**config.mk**
```make
export PLATFORM = sky130hd
export DESIGN_NAME = at_final_result_detector
export DESIGN_NICKNAME = d
export VERILOG_FILES = /design/src/rtl/afr_pkg.sv /design/src/rtl/afr_front.sv /design/src/rtl/afr_queue.sv /design/src/rtl/afr_back.sv /design/src/rtl/at_final_result_detector.sv
export SDC_FILE = /design/constraint.sdc
export NUM_CORES = 1
export LEC_CHECK = 0
export BUFFER_PORTS_ARGS = -buffer_cell sky130_fd_sc_hd__buf_2
export CAP_MARGIN = 20
export CORE_MARGIN = 2
export CORE_UTILIZATION = 55
export CTS_CLUSTER_SIZE = 16
export DETAILED_ROUTE_END_ITERATION = 8
export PLACE_DENSITY = 0.72
export SKIP_CTS_REPAIR_TIMING = 1
export SYNTH_ARGS = -nofsm -noshare
export SYNTH_HDL_FRONTEND = slang
export SYNTH_SLANG_ARGS = --single-unit
```
**constraint.sdc**
```tcl
create_clock -name i_clk -period 5.2 [get_ports i_clk]
set_input_delay 0.26 -clock i_clk [delete_from_list [all_inputs] [get_ports i_clk]]
set_output_delay 0.26 -clock i_clk [all_outputs]
set_load 0.1 [all_outputs]
```
**src/rtl/afr_pkg.sv**
```systemverilog
// Package for the AT final result detector: item classes, status codes,
// keyword table and the per-character match function. No dependencies.
`default_nettype none

package afr_pkg;

    localparam int KW_COUNT        = 8;
    localparam int KW_PREFIX_FIRST = 6;
    localparam int KW_MAX_LEN      = 11;
    localparam int POS_W           = 4;

    localparam logic [7:0] CH_LF    = 8'h0A;
    localparam logic [7:0] CH_CR    = 8'h0D;
    localparam logic [7:0] CH_TAB   = 8'h09;
    localparam logic [7:0] CH_SPACE = 8'h20;

    localparam logic [POS_W-1:0] POS_MAX = {POS_W{1'b1}};

    // Right-justified in the word: character p of a keyword of length n
    // sits at bits [8*(n-1-p) +: 8].
    localparam logic [8*KW_MAX_LEN-1:0] KW_TEXT [KW_COUNT] = '{
        88'("OK"),
        88'("ERROR"),
        88'("NO CARRIER"),
        88'("NO ANSWER"),
        88'("NO DIALTONE"),
        88'("BUSY"),
        88'("+CME ERROR:"),
        88'("+CMS ERROR:")
    };

    localparam logic [POS_W-1:0] KW_LEN [KW_COUNT] = '{
        4'd2, 4'd5, 4'd10, 4'd9, 4'd11, 4'd4, 4'd11, 4'd11
    };

    localparam int KW_OK = 0;

    typedef enum logic [1:0] {
        ST_PENDING = 2'd0,
        ST_OK      = 2'd1,
        ST_ERROR   = 2'd2
    } t_status;

    typedef enum logic [2:0] {
        CLS_CONTENT  = 3'd0,
        CLS_SPACE    = 3'd1,
        CLS_WS_OTHER = 3'd2,
        CLS_LINE_END = 3'd3,
        CLS_BUF_END  = 3'd4
    } t_cls;

    typedef enum logic [1:0] {
        HELD_NONE  = 2'd0,
        HELD_SPACE = 2'd1,
        HELD_OTHER = 2'd2
    } t_held;

    localparam logic OP_BYTE    = 1'b0;
    localparam logic OP_BUF_END = 1'b1;

    typedef struct packed {
        t_cls       cls;
        logic [7:0] ch;
    } t_item;

    typedef struct packed {
        logic full;
        logic empty;
    } t_queue_flags;

    typedef struct packed {
        logic [KW_COUNT-1:0] mask;
        logic [POS_W-1:0]    pos;
        t_status             status;
    } t_match;

    function automatic logic [7:0] kw_char(input int k, input logic [POS_W-1:0] pos);
        logic [8*KW_MAX_LEN-1:0] text;
        int                      sh;
        text = KW_TEXT[k];
        sh   = 8 * (int'(KW_LEN[k]) - 1 - int'(pos));
        if (pos >= KW_LEN[k]) begin
            return 8'h00;
        end else begin
            return text[sh +: 8];
        end
    endfunction

    // Advance every live keyword by one trimmed-line character; a completed prefix keyword sets the status to error.
    function automatic t_match match_char(input t_match cur, input logic [7:0] ch);
        t_match nxt;
        nxt = cur;
        for (int k = 0; k < KW_COUNT; k++) begin
            if (cur.mask[k] && ((cur.pos >= KW_LEN[k]) || (kw_char(k, cur.pos) != ch))) begin
                nxt.mask[k] = 1'b0;
            end
        end
        if (cur.pos != POS_MAX) begin
            nxt.pos = cur.pos + 1'b1;
        end
        if (cur.status == ST_PENDING) begin
            for (int k = KW_PREFIX_FIRST; k < KW_COUNT; k++) begin
                if (nxt.mask[k] && (nxt.pos == KW_LEN[k])) begin
                    nxt.status = ST_ERROR;
                end
            end
        end
        return nxt;
    endfunction

    // Decide on a whole-line keyword at line end; first match in table order wins.
    function automatic t_status line_close(input t_match cur, input logic seen);
        t_status st;
        logic    hit;
        st  = cur.status;
        hit = 1'b0;
        if (seen && (cur.status == ST_PENDING)) begin
            for (int k = 0; k < KW_PREFIX_FIRST; k++) begin
                if (!hit && cur.mask[k] && (cur.pos == KW_LEN[k])) begin
                    hit = 1'b1;
                    st  = (k == KW_OK) ? ST_OK : ST_ERROR;
                end
            end
        end
        return st;
    endfunction

endpackage

`default_nettype wire

```
**src/rtl/afr_front.sv**
```systemverilog
// Front end of the AT final result detector: takes input transactions and
// classifies each byte for the back end. Depends on afr_pkg.
`default_nettype none

module afr_front (
    input  wire logic                  i_in_valid,
    input  wire logic                  i_opcode,
    input  wire logic [7:0]            i_rx_byte,
    input  wire afr_pkg::t_queue_flags i_flags,
    output logic                       o_in_stall,
    output logic                       o_push,
    output afr_pkg::t_item             o_item
);

    assign o_in_stall = i_flags.full;
    assign o_push     = i_in_valid && !i_flags.full;

    always_comb begin
        o_item.ch = i_rx_byte;
        if (i_opcode == afr_pkg::OP_BUF_END) begin
            o_item.cls = afr_pkg::CLS_BUF_END;
        end else begin
            case (i_rx_byte)
                afr_pkg::CH_LF:    o_item.cls = afr_pkg::CLS_LINE_END;
                afr_pkg::CH_SPACE: o_item.cls = afr_pkg::CLS_SPACE;
                afr_pkg::CH_TAB,
                afr_pkg::CH_CR:    o_item.cls = afr_pkg::CLS_WS_OTHER;
                default:           o_item.cls = afr_pkg::CLS_CONTENT;
            endcase
        end
    end

endmodule

`default_nettype wire

```
**src/rtl/afr_queue.sv**
```systemverilog
// Short queue of classified items between front and back end.
// Register array with read and write pointers. Depends on afr_pkg.
`default_nettype none

module afr_queue #(
    parameter int DEPTH = 4
) (
    input  wire logic           i_clk,
    input  wire logic           i_rst_n,
    input  wire logic           i_push,
    input  wire afr_pkg::t_item i_item,
    input  wire logic           i_pop,
    output afr_pkg::t_item      o_item,
    output afr_pkg::t_queue_flags o_flags
);

    localparam int PTR_W = $clog2(DEPTH);
    localparam int CNT_W = $clog2(DEPTH + 1);

    afr_pkg::t_item   r_mem [DEPTH];
    logic [PTR_W-1:0] r_wr_ptr, n_wr_ptr;
    logic [PTR_W-1:0] r_rd_ptr, n_rd_ptr;
    logic [CNT_W-1:0] r_count, n_count;

    function automatic logic [PTR_W-1:0] ptr_inc(input logic [PTR_W-1:0] p);
        if (p == PTR_W'(DEPTH - 1)) begin
            return '0;
        end else begin
            return p + 1'b1;
        end
    endfunction

    always_comb begin
        n_wr_ptr = i_push ? ptr_inc(r_wr_ptr) : r_wr_ptr;
        n_rd_ptr = i_pop  ? ptr_inc(r_rd_ptr) : r_rd_ptr;
        n_count  = r_count;
        if (i_push && !i_pop) begin
            n_count = r_count + 1'b1;
        end else if (!i_push && i_pop) begin
            n_count = r_count - 1'b1;
        end
    end

    always_ff @(posedge i_clk) begin
        if (!i_rst_n) begin
            r_wr_ptr <= '0;
            r_rd_ptr <= '0;
            r_count  <= '0;
        end else begin
            r_wr_ptr <= n_wr_ptr;
            r_rd_ptr <= n_rd_ptr;
            r_count  <= n_count;
        end
    end

    always_ff @(posedge i_clk) begin
        if (i_push) begin
            r_mem[r_wr_ptr] <= i_item;
        end
    end

    assign o_item        = r_mem[r_rd_ptr];
    assign o_flags.full  = (r_count == CNT_W'(DEPTH));
    assign o_flags.empty = (r_count == '0);

    a_no_overflow : assert property (@(posedge i_clk) disable iff (!i_rst_n)
        !(i_push && o_flags.full && !i_pop))
        else $error("queue written while full");

    a_no_underflow : assert property (@(posedge i_clk) disable iff (!i_rst_n)
        !(i_pop && o_flags.empty))
        else $error("queue read while empty");

    a_count_range : assert property (@(posedge i_clk) disable iff (!i_rst_n)
        r_count <= CNT_W'(DEPTH))
        else $error("queue count out of range");

endmodule

`default_nettype wire

```
**src/rtl/afr_back.sv**
```systemverilog
// Back end of the AT final result detector: line trimming, keyword matching,
// sticky status and the output register. Depends on afr_pkg.
`default_nettype none

module afr_back (
    input  wire logic                  i_clk,
    input  wire logic                  i_rst_n,
    input  wire afr_pkg::t_queue_flags i_flags,
    input  wire afr_pkg::t_item        i_item,
    input  wire logic                  i_out_stall,
    output logic                       o_pop,
    output logic                       o_out_valid,
    output logic [1:0]                 o_status,
    output logic                       o_buffer_done
);

    afr_pkg::t_match  r_line, n_line;
    logic             r_seen, n_seen;
    afr_pkg::t_held   r_held, n_held;
    logic             r_out_valid, n_out_valid;
    afr_pkg::t_status r_status_out, n_status_out;
    logic             r_done_out, n_done_out;

    afr_pkg::t_match  m_sp;
    afr_pkg::t_match  m_ch;
    afr_pkg::t_status close_st;

    // Take the next item whenever the queue holds one and the output register is free or being drained.
    assign o_pop = !i_flags.empty && (!r_out_valid || !i_out_stall);

    always_comb begin
        m_sp = r_line;
        if (r_held == afr_pkg::HELD_SPACE) begin
            m_sp = afr_pkg::match_char(r_line, afr_pkg::CH_SPACE);
        end else if (r_held == afr_pkg::HELD_OTHER) begin
            m_sp.mask = '0;
        end
        m_ch     = afr_pkg::match_char(m_sp, i_item.ch);
        close_st = afr_pkg::line_close(r_line, r_seen);
    end

    always_comb begin
        n_line = r_line;
        n_seen = r_seen;
        n_held = r_held;
        case (i_item.cls)
            afr_pkg::CLS_CONTENT: begin
                n_line = m_ch;
                n_seen = 1'b1;
                n_held = afr_pkg::HELD_NONE;
            end
            afr_pkg::CLS_SPACE: begin
                if (r_seen) begin
                    n_held = (r_held == afr_pkg::HELD_NONE) ? afr_pkg::HELD_SPACE
                                                            : afr_pkg::HELD_OTHER;
                end
            end
            afr_pkg::CLS_WS_OTHER: begin
                if (r_seen) begin
                    n_held = afr_pkg::HELD_OTHER;
                end
            end
            afr_pkg::CLS_LINE_END: begin
                n_line.mask   = '1;
                n_line.pos    = '0;
                n_line.status = close_st;
                n_seen        = 1'b0;
                n_held        = afr_pkg::HELD_NONE;
            end
            afr_pkg::CLS_BUF_END: begin
                n_line.mask   = '1;
                n_line.pos    = '0;
                n_line.status = afr_pkg::ST_PENDING;
                n_seen        = 1'b0;
                n_held        = afr_pkg::HELD_NONE;
            end
            default: begin
                n_line = r_line;
            end
        endcase
    end

    always_comb begin
        n_out_valid  = r_out_valid;
        n_status_out = r_status_out;
        n_done_out   = r_done_out;
        if (o_pop) begin
            n_out_valid  = 1'b1;
            n_done_out   = (i_item.cls == afr_pkg::CLS_BUF_END);
            n_status_out = (i_item.cls == afr_pkg::CLS_BUF_END) ? close_st : n_line.status;
        end else if (!i_out_stall) begin
            n_out_valid = 1'b0;
        end
    end

    always_ff @(posedge i_clk) begin
        if (!i_rst_n) begin
            r_line.mask   <= '1;
            r_line.pos    <= '0;
            r_line.status <= afr_pkg::ST_PENDING;
            r_seen        <= 1'b0;
            r_held        <= afr_pkg::HELD_NONE;
            r_out_valid   <= 1'b0;
        end else begin
            if (o_pop) begin
                r_line <= n_line;
                r_seen <= n_seen;
                r_held <= n_held;
            end
            r_out_valid <= n_out_valid;
        end
    end

    always_ff @(posedge i_clk) begin
        r_status_out <= n_status_out;
        r_done_out   <= n_done_out;
    end

    assign o_out_valid   = r_out_valid;
    assign o_status      = 2'(r_status_out);
    assign o_buffer_done = r_done_out;

    a_buf_end_clears : assert property (@(posedge i_clk) disable iff (!i_rst_n)
        (o_pop && (i_item.cls == afr_pkg::CLS_BUF_END)) |=>
        ((r_line.status == afr_pkg::ST_PENDING) && (r_line.mask == '1) &&
         (r_line.pos == '0) && !r_seen && (r_held == afr_pkg::HELD_NONE)))
        else $error("end of buffer did not clear line state");

    a_status_sticky : assert property (@(posedge i_clk) disable iff (!i_rst_n)
        ((r_line.status != afr_pkg::ST_PENDING) &&
         !(o_pop && (i_item.cls == afr_pkg::CLS_BUF_END))) |=>
        (r_line.status == $past(r_line.status)))
        else $error("decided status changed before end of buffer");

    a_held_needs_content : assert property (@(posedge i_clk) disable iff (!i_rst_n)
        (r_held != afr_pkg::HELD_NONE) |-> r_seen)
        else $error("whitespace held on a line without content");

endmodule

`default_nettype wire

```
**src/rtl/at_final_result_detector.sv**
```systemverilog
// An accepted transaction is written to the queue; its result is registered in the
// output register when the back end takes it. Throughput: one transaction per cycle
// unless the queue is full; the back end applies one queued item per cycle unless
// the output stalls, and the output register drains while the next item is taken.
// Reset (synchronous, active low) empties the queue and the output register,
// sets the status to pending and clears the line state. No clearing pass.
`default_nettype none

module at_final_result_detector #(
    parameter int QUEUE_DEPTH = 4
) (
    input  wire logic       i_clk,
    input  wire logic       i_rst_n,
    input  wire logic       i_in_valid,
    output logic            o_in_stall,
    input  wire logic       i_opcode,
    input  wire logic [7:0] i_rx_byte,
    output logic            o_out_valid,
    input  wire logic       i_out_stall,
    output logic [1:0]      o_status,
    output logic            o_buffer_done
);

    afr_pkg::t_item        push_item;
    afr_pkg::t_item        head_item;
    afr_pkg::t_queue_flags flags;
    logic                  push;
    logic                  pop;

    afr_front u_front (
        .i_in_valid (i_in_valid),
        .i_opcode   (i_opcode),
        .i_rx_byte  (i_rx_byte),
        .i_flags    (flags),
        .o_in_stall (o_in_stall),
        .o_push     (push),
        .o_item     (push_item)
    );

    afr_queue #(
        .DEPTH (QUEUE_DEPTH)
    ) u_queue (
        .i_clk   (i_clk),
        .i_rst_n (i_rst_n),
        .i_push  (push),
        .i_item  (push_item),
        .i_pop   (pop),
        .o_item  (head_item),
        .o_flags (flags)
    );

    afr_back u_back (
        .i_clk         (i_clk),
        .i_rst_n       (i_rst_n),
        .i_flags       (flags),
        .i_item        (head_item),
        .i_out_stall   (i_out_stall),
        .o_pop         (pop),
        .o_out_valid   (o_out_valid),
        .o_status      (o_status),
        .o_buffer_done (o_buffer_done)
    );

endmodule

`default_nettype wire
```
Word-level counts from Yosys, hierarchy flattened

Memories as Yosys holds them, arrays and structs flattened. A register that Yosys moved wholly into a read port is not among the register bits.
Cells that the tools add are included.

Memory bits (read-only): 0
Input port bits: 13
RAM bits: 44
Register bits after elaboration: 28
Output and inout port bits: 5
Memories kept: 1
Bits in latches: 0
Logic and storage cells: 269

Add/sub/neg operators: 18
Div/mod/pow operators: 0
Eq/ne operators: 42
Order comparisons: 12
Multipliers: 0
Bitwise logic cells: 0
Reductions and logical operators: 79
Shifts and indexed selects: 16
Mux-type cells: 90

Memories:

| memory        | depth | width | rd ports | clocked after Yosys merged registers in | wr ports | line            | text |
|---|---|---|---|---|---|---|---|
| u_queue.r_mem | 4     | 11    | 1        | 1                                       | 1        | afr_queue.sv:20 | `afr_pkg::t_item r_mem [DEPTH];` |

Operators with widths:

| cell                     | number |
|---|---|
| $shiftx 88x32->8 const A | 16 |
| $mux 8                   | 26 |
| $ne 8x6->1 const B       | 8 |
| $ne 8x8->1               | 8 |
| $mux 2                   | 21 |
| $pmux 14 s3              | 1 |
| $logic_and 1x1->1        | 36 |
| $mux 1                   | 32 |
| $sub 4x4->5 const A      | 6 |
| $eq 8x4->1 const B       | 3 |
| $ge 4x4->1 const B       | 6 |
| $eq 4x4->1 const B       | 5 |
| $logic_or 1x1->1         | 17 |
| $ge 4x3->1 const B       | 4 |
| $mux 4                   | 3 |
| $pmux 2 s3               | 2 |
| $logic_not 1->1          | 11 |
| $sub 1x4->5 const A      | 2 |
| $sub 2x4->5 const A      | 2 |
| $sub 3x4->5 const A      | 2 |
| $mux 3                   | 3 |
| $add 4x1->4 const B      | 2 |
| $eq 4x3->1 const B       | 2 |
| $eq 8x6->1 const B       | 1 |
| 22 further kinds         | 38 |

Logic depth before layout (Yosys ltp)

Depth in word-level cells: 31
Gate-level depth with buffers: 20
Gate-level depth less buffers: 15

Cells and area by module

From an unflattened synthesis, not the netlist that was laid out.

Cells, all modules: 603
Area, all modules: 5688.0 sq um

By module, submodules not included:

| module    | instances | cells each | sequential area each (sq um) | area an instance (sq um) |
|---|---|---|---|---|
| afr_back  | 1         | 483        | 450.4                        | 3470.8 |
| afr_queue | 1         | 101        | 1501.4                       | 2047.0 |
| afr_front | 1         | 19         | 0.0                          | 170.2 |

Worst setup path after synthesis

OpenSTA, ideal clock, no wires.

Kind: reg2reg
From: register u_back.r_line[3] (netlist bit)
To: register u_back.r_line[1] (netlist bit)
Buffers on the path: 7
Period minus slack after synthesis: 4.741 ns
Data arrival time: 4.647 ns
Setup time: 0.093 ns
Cell stages (with the launch flop): 20
Required time: 5.107 ns
Setup slack: 0.459 ns
Cells stage by stage: dfxtp_1 > ha_1 > buf_6 > and3_1 > buf_4 > or3_1 > nand2_1 > buf_4 > buf_2 > buf_1 > ha_1 > buf_2 > nand2b_1 > or3b_1 > o21ai_2 > clkbuf_1 > nor3_1 > a211o_1 > or4_4 > o311ai_2

Longest elaborated chain between the ends: 30
Elaborated cells between the ends (all ways): 94
Those cells by class: add/sub: 4; order compare: 2; eq/ne: 14; shift: 4; mux: 41; reduce/logical: 29

RTL lines:

| item                                                                 | line            | text |
|---|---|---|
| start: declaration                                                   | afr_back.sv:17  | `afr_pkg::t_match r_line, n_line;` |
| start signal: assignment                                             | afr_back.sv:106 | `r_line <= n_line;` |
| parallel branches: the longest is 29 deep, another holds $sub 4x4->5 | n/a             |  |
| $pmux 14 s3 *                                                        | afr_back.sv:46  | `case (i_item.cls)` |

Every way passes the cells marked *. The select of a mux whose other input is x is not followed.
A chain may end at the register's enable or synchronous reset.

Final worst setup path

From: register u_back.r_line[3] (netlist bit)
To: register u_back.r_status_out[1] (netlist: u_back.o_status[1]) (data pin)

Longest elaborated chain between the ends: 31
Elaborated cells between the ends (all ways): 95
Those cells by class: add/sub: 4; order compare: 2; eq/ne: 14; shift: 4; mux: 42; reduce/logical: 29

RTL lines:

| item                                                                 | line            | text |
|---|---|---|
| parallel branches: the longest is 30 deep, another holds $sub 4x4->5 | n/a             |  |
| $mux 2 *                                                             | afr_back.sv:90  | `n_status_out = (i_item.cls == afr_pkg::CLS_BUF_END) ? close_st : n_line.status;` |
| end signal: assignment                                               | afr_back.sv:115 | `r_status_out <= n_status_out;` |
| end: declaration                                                     | afr_back.sv:21  | `afr_pkg::t_status r_status_out, n_status_out;` |

Marked as above.

==> key figures <==
Run status
  – Status: complete, no violations

Drt
  – DRC viols: 0
  – Post-Route WL: 15130 um
  – ANT nets after route: 0
  – First-iteration detailed-routing DRC count: 678
  – WL/cell: 19.83 um
  – Detailed Routing Iterations Pass 1: 5
  – Avg Vias per Cell: 6.531
  – Via count: 4983

Clock tree
  – CTS Buf Count: 9
  – H-tree depth: 3
  – Root buf cell: clkbuf_8
  – CTS tree: built
  – Clock-pin slew on the worst setup and hold paths: 0.08 ns
  – Clock tree sinks: 74
  – Bufs on Longest Clock Path: 2
  – Clk_lat worst skew: 0.35 ns

Pwr
  – Power, Total: 3.353 mW
  – PwrDens: 558.7 nW/um^2
  – Clock network power share: 11.2%
  – P_sw: 1.673 mW
  – Peak VDD IR: 0.3761 mV
  – Comb pwr share: 64.3%
  – Pleak: 2.193 nW
  – Switch share: 49.89%
  – Power share of the sequential group: 24.5%
  – Cell Int Power: 1.680 mW

Global route
  – First-pass GRT wire length: 24920 um
  – Largest net degree at the start of global routing: 28
  – Number of global-route vias before repair: 4866
  – Total GRT Usage: 28.35%
  – Grt total ovfl: 0
  – Initial antenna violation count: 0

Final layout
  – Most frequent cells in the layout: nor2_1 (53), edfxtp_1 (47), nand2_1 (45), o21ai_0 (36), a21oi_1 (36)
  – Share of cells above drive strength 1: 12.92%
  – Diode count: 0
  – Number of nets in the layout: 666
  – Cell area after layout: 6002 um^2
  – Final core utilization: 58.93%
  – Area Overhead vs Synth: 5.429%
  – Commonest non-fill, non-tap cell in the layout: nor2_1

Run
  – Max cap viols: 0

Timing
  – Worst Skew: 0.01277 ns
  – Pins over their slew limit: 0
  – Slew headroom: 25.19%
  – Unrepaired setup endpoints after global routing: no
  – Max Fclk: 212.4 MHz
  – Slew of the pin with the lowest slew margin: 1.114 ns
  – Setup violators final: 0
  – Part of the cycle the worst path needs: 90.56%
  – Final min period: 4.709 ns
  – Setup ws final: 0.4908 ns
  – Fin. Hold Viols: 0
  – TNS Setup: 0 ns

Placed design
  – Pre-CTS setup slack: 0.5867 ns
  – GP Congestion: 0.9571
  – # port buffers: 17
  – Hpwl dp: 10870 um
  – Post-DP Area: 5843 um^2

Worst setup path
  – Critical path's slowest cell: dfxtp_1
  – Worst setup path class: reg -> reg
  – CP Capture Type: flip-flop
  – Buf+Inv Stages, Crit Path: 1
  – CP Max Fanout: 8
  – Worst path arrival time: 4.81 ns
  – Startpoint types: flip-flop
  – Top delay family on crit path: compound AO/OA/AOI/OAI gates
  – Most frequent CP cell: a21oi_1
  – Worst-path cell chain: ha_1, and3_1, or2_2, mux2i_2, inv_1, ha_1, nor2b_1, a21oi_1, a21oi_1, or2_1, a211oi_1, xnor2_1, and3_1, a21oi_1, o21ai_1
  – WP data required: 5.30 ns
  – CP peak stage delay: 0.52 ns

Synthesis
  – Sequential area share after synthesis: 34.29%
  – Post-Syn Area: 5693 um^2
  – Register bit total from synthesis: 74
  – Cell taking the most area after synthesis: edfxtp_1
  – Post-synth EDFFs: 47
  – Count of cell types in the netlist: 85
  – Synth warnings: 0
  – Avg Inst Size Synth: 9.051 um^2
  – Area contributors post-synth: edfxtp_1 (25%), dfxtp_1 (9.5%), ha_1 (6.4%)
  – Top cell type's share of synthesized area: 24.79%
  – Share of flip-flops with an asynchronous set or reset: 0%
  – Synth Instances: 629
  – Top_reg_cell synth: edfxtp_1
  – Post-synth net total: 672

Floorplan
  – Initial Util: 55.90%
  – Chip width: 105.7 um
  – Die ar.: 11180 um^2
  – Boundary Pins: 18
  – Row cnt: 37
  – Vert. Die Dim: 105.7 um
  – Core ar.: 10180 um^2

Worst hold path
  – Class of the most critical hold timing path: in -> reg
layout make-up:
type | instances | area (um^2)
Fill cell | 886 | 4183
Multi-Input combinational cell | 490 | 3466
Sequential cell | 74 | 1952
Timing Repair Buffer | 30 | 182.7
Tap cell | 136 | 170.2
Clock buffer | 9 | 123.9
Inverter | 18 | 72.57
Clock inverter | 6 | 35.03
worst register-to-register path, delay by kind of cell (launching register included):
kind	cells	cell delay, ns
flops	1	0.52
simple gates	5	1.33
xor+xnor	1	0.11
compound gates	5	1.48
buf+inv	1	0.12
mux	1	0.24
fa+ha+maj	2	0.67
power by group through the flow:
| stage | sequential, mW | combinational (mW) | clock [mW] |
|---|---|---|---|
| 2_1_floorplan | 0.881 | 1.59 | 0 |
| 3_3_place_gp | 0.831 | 2.09 | 0 |
| 3_5_place_dp | 0.836 | 2.11 | 0 |
| 4_1_cts | 0.824 | 2.12 | 0.386 |
| 5_1_grt | 0.835 | 2.34 | 0.410 |
| 6_report | 0.820 | 2.16 | 0.377 |
metal layers:
metal,vias to the layer above,GRT usage [%],wire length [um]
li1,2337,-,-
met1,2380,36.36,6252
met2,221,46.77,7277
met3,45,5.690,1037
met4,0,11.84,562
met5,-,0,0
path summary, 6_finish.rpt:
check	end	cells past startpoint	slack, ns	start
worst max-delay path	u_back.o_status[1]	15	0.49	u_back.r_line[3]
worst min-delay path	u_queue.r_mem[0][4]	1	0.14	i_rx_byte[4]
worst max register to register	u_back.o_status[1]	15	0.49	u_back.r_line[3]
worst min register to register	u_back.o_out_valid	2	0.48	u_back.o_out_valid
Yosys cell counts, drive strengths merged, types with 10 or more instances:
cell,number
nand3,18
edfxtp,47
xnor2,30
nor3,27
inv,17
a21oi,36
ha,29
buf,16
mux2i,12
mux4,10
nor2,53
o21ai,40
nor2b,12
clkbuf,31
nor4,10
a31oi,12
nand2,45
and2,11
dfxtp,27
sequential cells by signal, indices dropped and copies added, names as in the netlist, named ones only:
name                  flops
u_queue.r_count           3
u_queue.r_wr_ptr          2
u_queue.r_rd_ptr          2
u_back.r_line            14
u_back.o_status           2
u_back.o_buffer_done      1
u_back.o_out_valid        1
u_back.r_held             2
u_queue.r_mem            44
u_back.r_seen             1
through the flow:
step                      instances  hold WS (ns)
after global routing            763        0.1255
final                           763        0.1404
after global placement          748        0.4616
after floorplan                 629        0.3589
after CTS                       763        0.1229
after detailed placement        748        0.4753
kinds of logic after synthesis:
| logic type | after synthesis | share of synthesized area, % |
|---|---|---|
| compound gates | 162 | 18.94 |
| xor+xnor | 38 | 6.550 |
| fa+ha+maj | 30 | 6.725 |
| buf+inv | 65 | 4.835 |
| flops | 74 | 34.29 |
| mux | 25 | 7.011 |
| simple gates | 235 | 21.65 |
(Power assumes the default switching activity.)
